<file path="src/design/trsc_pkg.sv">
// Shared types and constants for the tree record stream checker.
`default_nettype none

package trsc_pkg;

  // Width of the configuration bus address.
  localparam int unsigned PADDR_W = 5;

  // Deepest directory nesting allowed; a directory at this depth may not open a child.
  localparam logic [7:0] MAX_DEPTH = 8'd255;

  // Record size constants, in bytes.
  localparam logic [63:0] ENTRY_MIN_SIZE = 64'd29;
  localparam logic [63:0] ENTRY_FIXED_SIZE = 64'd28;
  localparam logic [63:0] HDR_SIZE = 64'd16;

  // Register reset values.
  localparam logic [23:0] MAGIC_RST = 24'd789997;
  localparam logic [7:0] CODE_STX_RST = 8'd0;
  localparam logic [7:0] CODE_ETX_RST = 8'd1;
  localparam logic [7:0] CODE_SDIR_RST = 8'd2;
  localparam logic [7:0] CODE_EDIR_RST = 8'd3;
  localparam logic [7:0] CODE_ENTRY_RST = 8'd4;
  localparam logic [7:0] CODE_FDATA_RST = 8'd5;

  // Result event codes.
  localparam logic [2:0] EV_HEADER = 3'd0;
  localparam logic [2:0] EV_RECORD = 3'd1;
  localparam logic [2:0] EV_NAME = 3'd2;
  localparam logic [2:0] EV_DATA = 3'd3;
  localparam logic [2:0] EV_ERROR = 3'd4;
  localparam logic [2:0] EV_DONE = 3'd5;
  localparam logic [2:0] EV_IDLE = 3'd6;

  // Configuration register contents.
  typedef struct packed {
    logic [23:0] magic;
    logic [7:0]  code_stx;
    logic [7:0]  code_etx;
    logic [7:0]  code_sdir;
    logic [7:0]  code_edir;
    logic [7:0]  code_entry;
    logic [7:0]  code_fdata;
  } cfg_t;

  // Input beat.
  typedef struct packed {
    logic [7:0] stream_byte;
    logic       end_of_input;
  } in_t;

  // Result beat.
  typedef struct packed {
    logic [2:0] event_res;
    logic [2:0] record_kind;
    logic [7:0] depth_now;
    logic [7:0] payload_byte;
    logic [1:0] entry_kind;
    logic [2:0] error_code;
  } out_t;

endpackage

`default_nettype wire

</file>
<file path="src/design/trsc_parse.sv">
// Grammar state machine: parser state and the next-state logic for one byte.
`default_nettype none

module trsc_parse (
  input  wire logic           clk,
  input  wire logic           rst_n,
  input  wire logic           step,
  input  trsc_pkg::in_t       beat,
  input  trsc_pkg::cfg_t      cfg,
  output trsc_pkg::out_t      result
);

  // Parse phases.
  localparam logic [3:0] PH_TX_START = 4'd0;
  localparam logic [3:0] PH_DIR_START = 4'd1;
  localparam logic [3:0] PH_DIR_BODY = 4'd2;
  localparam logic [3:0] PH_FILE = 4'd3;
  localparam logic [3:0] PH_TX_END = 4'd4;
  localparam logic [3:0] PH_ENTRY_TAIL = 4'd5;
  localparam logic [3:0] PH_NAME = 4'd6;
  localparam logic [3:0] PH_DATA = 4'd7;
  localparam logic [3:0] PH_DONE = 4'd8;
  localparam logic [3:0] PH_ERROR = 4'd9;

  // Record kinds.
  localparam logic [2:0] K_STX = 3'd0;
  localparam logic [2:0] K_ETX = 3'd1;
  localparam logic [2:0] K_SDIR = 3'd2;
  localparam logic [2:0] K_EDIR = 3'd3;
  localparam logic [2:0] K_ENTRY = 3'd4;
  localparam logic [2:0] K_FDATA = 3'd5;

  // Entry mode classes.
  localparam logic [1:0] MODE_OTHER = 2'd0;
  localparam logic [1:0] MODE_REG = 2'd1;
  localparam logic [1:0] MODE_DIR = 2'd2;

  // Error codes.
  localparam logic [2:0] ERR_MAGIC = 3'd1;
  localparam logic [2:0] ERR_TYPE = 3'd2;
  localparam logic [2:0] ERR_DEPTH = 3'd3;
  localparam logic [2:0] ERR_SIZE = 3'd4;
  localparam logic [2:0] ERR_DSIZE = 3'd5;
  localparam logic [2:0] ERR_EARLY = 3'd6;
  localparam logic [2:0] ERR_OVFL = 3'd7;

  logic [3:0]  phase_r, phase_nxt;
  logic [3:0]  idx_r, idx_nxt;
  logic [2:0]  type_r, type_nxt;
  logic [7:0]  depth_r, depth_nxt;
  logic [63:0] acc_r, acc_nxt;
  logic [63:0] rem_r, rem_nxt;
  logic [63:0] exp_r, exp_nxt;
  logic [1:0]  mode_r, mode_nxt;
  logic [2:0]  err_r, err_nxt;

  logic [7:0]  b;
  logic [63:0] acc_sh;
  logic [63:0] acc_new;
  logic [63:0] rem_dec;
  logic [63:0] exp16;
  logic [7:0]  magic_b;
  logic        kind_ok;
  logic [2:0]  kind;
  logic        fail_en;
  logic [2:0]  fail_code;
  logic [2:0]  ev;
  logic [7:0]  payload;

  assign b = beat.stream_byte;
  assign acc_sh = {acc_r[55:0], b};
  assign rem_dec = rem_r - 64'd1;
  assign exp16 = exp_r + trsc_pkg::HDR_SIZE;

  // Expected magic byte for the current header position.
  always_comb begin
    case (idx_r[1:0])
      2'd0:    magic_b = cfg.magic[23:16];
      2'd1:    magic_b = cfg.magic[15:8];
      default: magic_b = cfg.magic[7:0];
    endcase
  end

  // Type byte decode; inside a directory end-directory wins over entry.
  always_comb begin
    kind_ok = 1'b0;
    kind = K_STX;
    unique case (phase_r)
      PH_TX_START: begin
        kind_ok = (b == cfg.code_stx);
        kind = K_STX;
      end
      PH_DIR_START: begin
        kind_ok = (b == cfg.code_sdir);
        kind = K_SDIR;
      end
      PH_DIR_BODY: begin
        if (b == cfg.code_edir) begin
          kind_ok = 1'b1;
          kind = K_EDIR;
        end else begin
          kind_ok = (b == cfg.code_entry);
          kind = K_ENTRY;
        end
      end
      PH_FILE: begin
        kind_ok = (b == cfg.code_fdata);
        kind = K_FDATA;
      end
      PH_TX_END: begin
        kind_ok = (b == cfg.code_etx);
        kind = K_ETX;
      end
      default: ;
    endcase
  end

  // Next-state logic for one stream byte.
  always_comb begin
    phase_nxt = phase_r;
    idx_nxt = idx_r;
    type_nxt = type_r;
    depth_nxt = depth_r;
    acc_nxt = acc_r;
    rem_nxt = rem_r;
    exp_nxt = exp_r;
    mode_nxt = mode_r;
    err_nxt = err_r;
    fail_en = 1'b0;
    fail_code = ERR_MAGIC;
    ev = trsc_pkg::EV_HEADER;
    payload = 8'd0;
    acc_new = acc_sh;

    if (phase_r == PH_DONE) begin
      ev = trsc_pkg::EV_IDLE;
    end else if (phase_r >= PH_ERROR) begin
      ev = trsc_pkg::EV_ERROR;
    end else if (beat.end_of_input) begin
      fail_en = 1'b1;
      fail_code = ERR_EARLY;
    end else begin
      unique case (phase_r) inside
        // Entry mode and content size fields.
        PH_ENTRY_TAIL: begin
          acc_new = (idx_r == 4'd0 || idx_r == 4'd4) ? {56'd0, b} : acc_sh;
          acc_nxt = acc_new;
          if (idx_r == 4'd3) begin
            case (acc_new[15:12])
              4'h8:    mode_nxt = MODE_REG;
              4'h4:    mode_nxt = MODE_DIR;
              default: mode_nxt = MODE_OTHER;
            endcase
          end
          if (idx_r >= 4'd11) begin
            exp_nxt = acc_new;
            idx_nxt = 4'd0;
            phase_nxt = PH_NAME;
            ev = trsc_pkg::EV_RECORD;
          end else begin
            idx_nxt = idx_r + 4'd1;
          end
        end

        // Name bytes; the last one decides what follows the entry.
        PH_NAME: begin
          rem_nxt = rem_dec;
          ev = trsc_pkg::EV_NAME;
          payload = b;
          if (rem_dec == 64'd0) begin
            if (mode_r == MODE_REG) begin
              phase_nxt = PH_FILE;
            end else if (mode_r == MODE_DIR) begin
              if (depth_r >= trsc_pkg::MAX_DEPTH) begin
                fail_en = 1'b1;
                fail_code = ERR_OVFL;
              end else begin
                depth_nxt = depth_r + 8'd1;
                phase_nxt = PH_DIR_START;
              end
            end else begin
              phase_nxt = PH_DIR_BODY;
            end
          end
        end

        // File content bytes.
        PH_DATA: begin
          rem_nxt = rem_dec;
          ev = trsc_pkg::EV_DATA;
          payload = b;
          if (rem_dec == 64'd0) begin
            phase_nxt = PH_DIR_BODY;
          end
        end

        // Record header: magic, type, depth and size.
        PH_TX_START, PH_DIR_START, PH_DIR_BODY, PH_FILE, PH_TX_END: begin
          if (idx_r < 4'd3) begin
            if (b != magic_b) begin
              fail_en = 1'b1;
              fail_code = ERR_MAGIC;
            end else begin
              idx_nxt = idx_r + 4'd1;
            end
          end else if (idx_r == 4'd3) begin
            if (!kind_ok) begin
              fail_en = 1'b1;
              fail_code = ERR_TYPE;
            end else begin
              type_nxt = kind;
              idx_nxt = 4'd4;
            end
          end else begin
            acc_new = (idx_r == 4'd4 || idx_r == 4'd8) ? {56'd0, b} : acc_sh;
            acc_nxt = acc_new;
            if (idx_r == 4'd7 && acc_new[31:0] != {24'd0, depth_r}) begin
              fail_en = 1'b1;
              fail_code = ERR_DEPTH;
            end else if (idx_r == 4'd15) begin
              idx_nxt = 4'd0;
              if (type_r == K_ENTRY) begin
                if (acc_new < trsc_pkg::ENTRY_MIN_SIZE) begin
                  fail_en = 1'b1;
                  fail_code = ERR_SIZE;
                end else begin
                  rem_nxt = acc_new - trsc_pkg::ENTRY_FIXED_SIZE;
                  phase_nxt = PH_ENTRY_TAIL;
                end
              end else if (type_r == K_FDATA) begin
                // A size below the header or a wrapped sum can never match.
                if (acc_new < trsc_pkg::HDR_SIZE || acc_new != exp16) begin
                  fail_en = 1'b1;
                  fail_code = ERR_DSIZE;
                end else begin
                  rem_nxt = exp_r;
                  phase_nxt = (exp_r == 64'd0) ? PH_DIR_BODY : PH_DATA;
                  ev = trsc_pkg::EV_RECORD;
                end
              end else if (acc_new != trsc_pkg::HDR_SIZE) begin
                fail_en = 1'b1;
                fail_code = ERR_SIZE;
              end else begin
                ev = trsc_pkg::EV_RECORD;
                case (type_r)
                  K_STX: begin
                    depth_nxt = 8'd1;
                    phase_nxt = PH_DIR_START;
                  end
                  K_SDIR: begin
                    phase_nxt = PH_DIR_BODY;
                  end
                  K_EDIR: begin
                    if (depth_r <= 8'd1) begin
                      depth_nxt = 8'd0;
                      phase_nxt = PH_TX_END;
                    end else begin
                      depth_nxt = depth_r - 8'd1;
                      phase_nxt = PH_DIR_BODY;
                    end
                  end
                  default: begin
                    phase_nxt = PH_DONE;
                    ev = trsc_pkg::EV_DONE;
                  end
                endcase
              end
            end else begin
              idx_nxt = idx_r + 4'd1;
            end
          end
        end

        default: ;
      endcase
    end

    // The first error sticks and the parser stops.
    if (fail_en) begin
      phase_nxt = PH_ERROR;
      err_nxt = fail_code;
      ev = trsc_pkg::EV_ERROR;
      payload = 8'd0;
    end
  end

  // Parser state registers.
  always_ff @(posedge clk) begin
    if (!rst_n) begin
      phase_r <= PH_TX_START;
      idx_r <= 4'd0;
      type_r <= K_STX;
      depth_r <= 8'd0;
      acc_r <= 64'd0;
      rem_r <= 64'd0;
      exp_r <= 64'd0;
      mode_r <= MODE_OTHER;
      err_r <= 3'd0;
    end else if (step) begin
      phase_r <= phase_nxt;
      idx_r <= idx_nxt;
      type_r <= type_nxt;
      depth_r <= depth_nxt;
      acc_r <= acc_nxt;
      rem_r <= rem_nxt;
      exp_r <= exp_nxt;
      mode_r <= mode_nxt;
      err_r <= err_nxt;
    end
  end

  // Result fields reflect the state after this byte.
  always_comb begin
    result.event_res = ev;
    result.record_kind = type_nxt;
    result.depth_now = depth_nxt;
    result.payload_byte = payload;
    result.entry_kind = mode_nxt;
    result.error_code = err_nxt;
  end

endmodule

`default_nettype wire

</file>
<file path="config.mk">
export PLATFORM = sky130hd
export DESIGN_NAME = trsc_parse
export DESIGN_NICKNAME = d
export VERILOG_FILES = /design/src/design/trsc_pkg.sv /design/src/design/trsc_parse.sv
export SDC_FILE = /design/constraint.sdc
export NUM_CORES = 1
export LEC_CHECK = 0
export BUFFER_PORTS_ARGS = -buffer_cell sky130_fd_sc_hd__buf_2
export CORE_MARGIN = 3
export CORE_UTILIZATION = 25
export CTS_CLUSTER_DIAMETER = 30
export CTS_CLUSTER_SIZE = 25
export DETAILED_ROUTE_END_ITERATION = 7
export GPL_ROUTABILITY_DRIVEN = 0
export PLACE_DENSITY_LB_ADDON = 0.15
export REMOVE_ABC_BUFFERS = 1
export SLEW_MARGIN = 40
export SYNTH_ARGS = -nofsm -noshare
export SYNTH_HDL_FRONTEND = slang
export SYNTH_SLANG_ARGS = --single-unit
</file>
<file path="constraint.sdc">
create_clock -name clk -period 14.2 [get_ports clk]
set_input_delay 1.42 -clock clk [delete_from_list [all_inputs] [get_ports clk]]
set_output_delay 1.42 -clock clk [all_outputs]
set_load 0.1 [all_outputs]
</file>
==> flow_summary.toml, run 1 <==
[power_and_ir_drop]
internal_power_mw = 1.66
swShare_pct = 25.2
p_seq_share_pct = 27.0
peakVddDrop_mv = 0.0908
leakage_nw = 7.66
power-per-cell-area_nw_per_um2 = 102
pwr-share-clk_pct = 63.7
switchingPower_mw = 0.558
combinationalPowerShare_pct = 9.2

[grt]
grtUsageTotal_pct = 21.0
antenna_found_initial = 1
grt_max_degree = 83
grt_pass1_vias = 19484
grt_pass1_wl_um = 127000
gr-total-overflow = 0
use_met2_pct = 32.3
grt-busiest-layer = "met2"
grtUsageMet3_pct = 3.14
use_met1_pct = 30.0

[synth]
synth-compound-area-share_pct = 26.4
ys_warn_count = 0
yosys.area_share.simple_pct = 33.1
synthFlopType = "dfxtp_1"
synth_mux_area_share_pct = 1.34
ys_types = 98
synthXorXnorAreaFrac_pct = 8.98
syn_avg_cell_area_um2 = 6.95
synth_top_family_by_area = "simple AND/OR/NAND/NOR gates"
synth_edf_count = 0
syn_area_um2 = 18500
synth_seq_cells = 208
synthCells = 2655
yosysSeqAreaShare_pct = 22.6
synth-async-reset-ratio_pct = 0
synthAdderAreaFrac_pct = 1.07

[worst_hold_path]
hold_path.class = "register to register"
hp-start = "err_r[1]$_SDFFE_PN0P_"

[die]
core_area_um2 = 72300
die_y_um = 278
start_util_pct = 25.5
num_rows = 98
fp.dieW_um = 278
io_pins = 111
die-area_um2 = 77100

[timing]
fin_setup_tns_ps = 0
worst_pin_slew_ps = 1050
fmax_ghz = 0.132
slew_violations = 0
fin_crit_sh_pct = 53.5
min_period_ps = 7590
hold_viol = 0
finClkSkew_ps = 24.5
setup_violations = 0
rsz0062_at_grt = "false"
maxSlewHeadroom_pct = 29.7

[cts]
numCtsBuffers = 61
cts_sinks = 208
root_buffer = "clkbuf_16"
clk_path_buf_depth = 3
clk_latency_ps = 610
ctsHtreeMaxLevel = 2
ctsResizeCount = 0
post_cts_buffers = 0
cts_hold_buffers = 0
cts_tree = "done"
clk_pin_slew_ps = 40

[worst_setup_path]
cp.arrival_ps = 6170
r2r-start = "idx_r[2]$_SDFFE_PN0P_"
critical_path_required_ps = 12780
worstSetupPathType = "register to output port"
slowest_delay_ps = 730
crit_start = "rem_r[0]$_SDFFE_PN0P_"
start_kind = "register"
crit_chain = "inv_1 > ha_1 > nor3b_1 > nand4_1 > nor4_2 > and2b_1 > mux2i_1 > or4_4 > nor4_4 > nand2_2 > nor2_2 > mux2_1 > o22ai_1 > buf_2"
path_max_fanout = 14
slowest_stage = "nand4_1"
critPathCaptureType = "output port"

[drt]
drtAntennaViolNets = 0
first_pass_iters = 6
vias = 20559
drt_iter0_markers = 2053
route.detailed.drc = 0
via_per_inst = 5.73
wl_per_cell_um = 23.4
wl_um = 84000

[layout]
drive_gt1_share_pct = 12.1
nets = 2687
n_antenna_cell = 0
area_growth_pct = 17.4
utilization_pct = 30.0

[placement]
portBuffers = 110
hpwlAfterDp_um = 60800

[job]
drv_cap = 0

[run_status]
outcome = "finished clean"
==> through the flow <==
step | instances | hold slack (ps) | area (um2) | total power [mW] | setup slack [ps]
global placement | 3473 | 475 | 19400 | 0.808 | 7250
floorplan | 2389 | 447 | 17400 | 0.725 | 5280
CTS | 3588 | 479 | 21600 | 2.24 | 6610
global route | 3589 | 514 | 21700 | 2.29 | 6310
detailed placement | 3474 | 472 | 19500 | 0.809 | 7150
finish | 3589 | 482 | 21700 | 2.21 | 6610
==> synthesized netlist by cell type (8+ instances only) <==
cell | count | share of area (%)
o31ai_1 | 11 | 0.45
and2_1 | 27 | 0.92
nand2b_1 | 17 | 0.58
clkbuf_1 | 227 | 4.6
a211oi_1 | 39 | 1.6
o211ai_1 | 36 | 1.5
or2_2 | 17 | 0.58
nor4b_1 | 11 | 0.52
nor2_1 | 258 | 5.2
o221a_2 | 11 | 0.67
dfxtp_1 | 208 | 23
nor3_1 | 101 | 2.7
mux2i_1 | 18 | 0.98
o31a_1 | 12 | 0.57
xnor2_1 | 120 | 5.7
o21bai_1 | 14 | 0.57
and3_1 | 24 | 0.81
nand2_1 | 260 | 5.3
a22oi_1 | 56 | 2.3
or3_1 | 38 | 1.3
o21a_1 | 10 | 0.41
nor2b_1 | 30 | 1.0
nand3b_1 | 8 | 0.33
ha_1 | 15 | 1.0
o21ai_0 | 138 | 3.7
a222oi_1 | 8 | 0.43
a21oi_1 | 162 | 4.4
inv_1 | 44 | 0.89
nor3b_1 | 8 | 0.33
a21boi_0 | 72 | 2.9
nand4_1 | 60 | 2.0
nand3_1 | 149 | 4.0
or4_1 | 31 | 1.3
xor2_1 | 64 | 3.0
a22o_1 | 18 | 0.85
a31oi_1 | 26 | 0.88
nor4_1 | 87 | 2.9
buf_2 | 11 | 0.30
and4_1 | 10 | 0.47
o22ai_1 | 25 | 0.85
buf_1 | 23 | 0.47
nand4b_1 | 12 | 0.57
==> final timing paths <==
check | to | slack [ps] | depth (start not counted)
worst max-delay path | result[18] | 6610 | 14
worst min-delay path | err_r[1]$_SDFFE_PN0P_ | 480 | 2
worst max register to register | rem_r[39]$_SDFFE_PN0P_ | 8730 | 14
worst min register to register | err_r[1]$_SDFFE_PN0P_ | 480 | 2
==> layer usage <==
metal | wire length [um] | part of all wire (%)
met5 | 0 | 0
met4 | 2470 | 2.9
met3 | 5230 | 6.2
met2 | 36900 | 44
met1 | 39400 | 47
==> cell usage in the layout, fill, tap and decap left out, types with 17 or more instances in the layout <==
| master | count |
|---|---|
| nor3_1 | 101 |
| and3_1 | 24 |
| a211oi_1 | 37 |
| o211ai_1 | 36 |
| buf_2 | 109 |
| clkbuf_16 | 61 |
| xnor2_1 | 120 |
| a22o_1 | 18 |
| dfxtp_1 | 207 |
| a21oi_1 | 161 |
| or3_1 | 38 |
| nor4_1 | 82 |
| xor2_1 | 64 |
| a21boi_0 | 72 |
| a22oi_1 | 56 |
| nand2_1 | 257 |
| nor2_1 | 256 |
| nor2b_1 | 30 |
| buf_4 | 23 |
| mux2i_1 | 18 |
| and2_1 | 26 |
| o21ai_0 | 137 |
| nand3_1 | 148 |
| nand4_1 | 60 |
| or2_2 | 17 |
| or4_1 | 31 |
| a31oi_1 | 26 |
| o22ai_1 | 25 |
| inv_1 | 44 |
==> sequential cells by signal, indices dropped and copies added (netlist names) <==
signal,cells
acc_r,56
depth_r,8
err_r,3
exp_r,64
idx_r,4
mode_r,2
phase_r,4
rem_r,64
type_r,3
==> cell type report <==
| class | count | area, um2 |
|---|---|---|
| Clock buffer | 91 | 1800 |
| Inverter | 45 | 169 |
| Tap cell | 950 | 1190 |
| Sequential cell | 208 | 4170 |
| Timing Repair Buffer | 136 | 772 |
| Multi-Input combinational cell | 2136 | 13200 |
| Fill cell | 7932 | 50700 |
| Clock inverter | 23 | 350 |
==> power by group through the flow <==
stage,combinational [mW],sequential [mW],clock (mW)
floorplan,0.121,0.604,0
global placement,0.200,0.608,0
detailed placement,0.201,0.608,0
CTS,0.202,0.598,1.44
global route,0.220,0.598,1.47
finish,0.205,0.598,1.41
==> worst max-delay path, delay by kind of cell (launching register included) <==
| family | cells | cell delay [ps] |
|---|---|---|
| and+or+nand+nor | 8 | 3770 |
| buffers and inverters | 2 | 550 |
| muxes | 2 | 480 |
| DFF | 1 | 370 |
| adders and majority gates | 1 | 250 |
| AOI/OAI and AO/OA | 1 | 120 |
==> cells by family after synthesis <==
logic type               count (synthesis)
multiplexers                            24
adder cells (fa/ha/maj)                 16
flip-flops                             208
AND/OR/NAND/NOR                       1184
buffers and inverters                  311
XOR/XNOR                               186
AO/OA/AOI/OAI                          726
(Power assumes the default switching activity.)
==> run 2: changes to the inputs <==
clock period = 6.9 ns   (was 14.2 ns; I/O delays follow)
==> flow_summary.toml, run 2 (same netlist as run 1, synthesis figures left out) <==
[layout]
layout_common_cells = "nand2_1, nor2_1, dfxtp_1"
postLayoutCellArea_um2 = 21700
drive_gt1_share_pct = 12.7
reg_top3 = "exp_r x64, rem_r x64, acc_r x56"
layout_commonest_cell = "nand2_1"
nets = 2705
nFillCells = 7918
utilization_pct = 30.0
area_growth_pct = 17.6
n_antenna_cell = 0

[timing]
setup_violations = 0
finClkSkew_ps = 17.6
maxSlewHeadroom_pct = 41.7
min_period_ps = 6540
fmax_ghz = 0.153
setup_slack_ps = 362
worst_pin_slew_ps = 866
rsz0062_at_grt = "false"
fin_crit_sh_pct = 94.7
slew_violations = 0
fin_setup_tns_ps = 0
hold_viol = 0

[die]
die-area_um2 = 77100
num_rows = 98
fp.dieW_um = 278
io_pins = 111
start_util_pct = 25.5
die_y_um = 278
core_area_um2 = 72300

[cts]
clk_path_buf_depth = 3
cts_hold_buffers = 0
clk_latency_ps = 590
cts_tree = "done"
ctsHtreeMaxLevel = 3
ctsResizeCount = 0
clk_pin_slew_ps = 40
numCtsBuffers = 66
post_cts_buffers = 0
root_buffer = "clkbuf_16"
cts_sinks = 208

[worst_setup_path]
cpLargestDelayFamily = "simple AND/OR/NAND/NOR gates"
start_kind = "register"
path_max_fanout = 11
r2r-start = "rem_r[0]$_SDFFE_PN0P_"
cp.arrival_ps = 5850
worstSetupPathType = "register to output port"
slowest_stage = "nor4_2"
rr_worst_depth = 13
crit_chain = "inv_1 > ha_1 > nor3b_1 > nand4_1 > nor4_2 > and2b_1 > mux2i_1 > or4_4 > nor4_4 > nand2_2 > nor2_2 > mux2_1 > o22ai_1 > buf_2"
critPathCaptureType = "output port"
reg2reg_slack_ps = 1930
rr_endpoint = "phase_r[1]$_SDFFE_PN0P_"
cp.buffers_inverters = 2
critical_path_required_ps = 6210
slowest_delay_ps = 640

[power_and_ir_drop]
power-per-cell-area_nw_per_um2 = 207
peakVddDrop_mv = 0.145
leakage_nw = 7.72

[drt]
route.detailed.drc = 0
vias = 20701
wl_per_cell_um = 23.3
first_pass_iters = 6
drtAntennaViolNets = 0
drt_iter0_markers = 2198
wl_um = 83800
via_per_inst = 5.74

[placement]
dp_slack_ps = 999
placedInstanceArea_um2 = 19600
portBuffers = 110
hpwlAfterDp_um = 60700

[worst_hold_path]
hold_depth = 2
hold_path.class = "register to register"
hp-start = "err_r[1]$_SDFFE_PN0P_"
min_to = "err_r[1]$_SDFFE_PN0P_"

[grt]
grt_pass1_wl_um = 127000
gr-total-overflow = 0
grt_max_degree = 81
grtUsageTotal_pct = 21.0
grt_pass1_vias = 19844
antenna_found_initial = 0

[run_status]
outcome = "finished clean"

[job]
drv_cap = 0
-- run 2: changes by cell type in the layout (fill, tap and decap cells not counted), sizes merged --
cell	before	now
clkbuf	91	86
clkinvlp	5	3
bufinv	8	2
inv	48	50
buf	136	149
clkinv	7	20
-- run 2: worst reg2reg max path: stages (launching register included) --
cell      delay, ps
dfxtp_1         370
inv_1            80
ha_1            250
nor3b_1         470
nand4_1         630
nor4_2          650
and2b_1         240
mux2i_1         120
or4_4           580
nor4_2          600
nor2_1          180
a21oi_1         290
nand2b_1        220
o311ai_0        120
-- run 2: power by group --
group	internal, mW	total, mW	switching, mW	leakage (nW)
Sequential	1.21	1.23	0.0135	1.68
Clock	1.94	2.84	0.896	1.05
Combinational	0.126	0.426	0.299	4.99
-- run 2: per-stage QoR --
stage | total power, mW | instances | hold slack (ps)
after floorplan | 1.49 | 2389 | 447
after global placement | 1.67 | 3487 | 474
after detailed placement | 1.67 | 3488 | 466
after CTS | 4.56 | 3604 | 473
after global routing | 4.66 | 3604 | 515
final | 4.49 | 3604 | 477
-- run 2: worst max-delay path by stage --
stage,startpoint,end,slack [ps],cells after the start
5_1_grt,rem_r[0]$_SDFFE_PN0P_,result[18],40,14
4_1_cts,rem_r[0]$_SDFFE_PN0P_,result[18],360,14
2_1_floorplan,phase_r[0]$_SDFFE_PN0P_,result[0],-1290,8
3_5_place_dp,rem_r[0]$_SDFFE_PN0P_,result[18],1000,14
6_report,rem_r[0]$_SDFFE_PN0P_,result[18],360,14
3_3_place_gp,rem_r[0]$_SDFFE_PN0P_,result[19],1070,14
-- run 2: layer usage --
| layer | part of all wire (%) | global-route usage, % | up-vias | wire length (um) |
|---|---|---|---|---|
| met5 | 0 | 0 | - | 0 |
| met4 | 3.1 | 7.57 | 0 | 2560 |
| met3 | 5.9 | 3.11 | 146 | 4940 |
| met2 | 44 | 32.2 | 759 | 36700 |
| met1 | 47 | 29.7 | 10103 | 39600 |
| li1 | - | - | 9693 | - |
-- run 2: cell type report --
class                   instances  area [um2]  area share, %
clock inverters                30         256           1.18
well taps                     950        1190           5.47
inverters                      45         169          0.778
repair buffers                149         867           3.99
clock buffers                  86        1850           8.52
flip-flops and latches        208        4160           19.2
multi-input cells            2136       13200           60.9
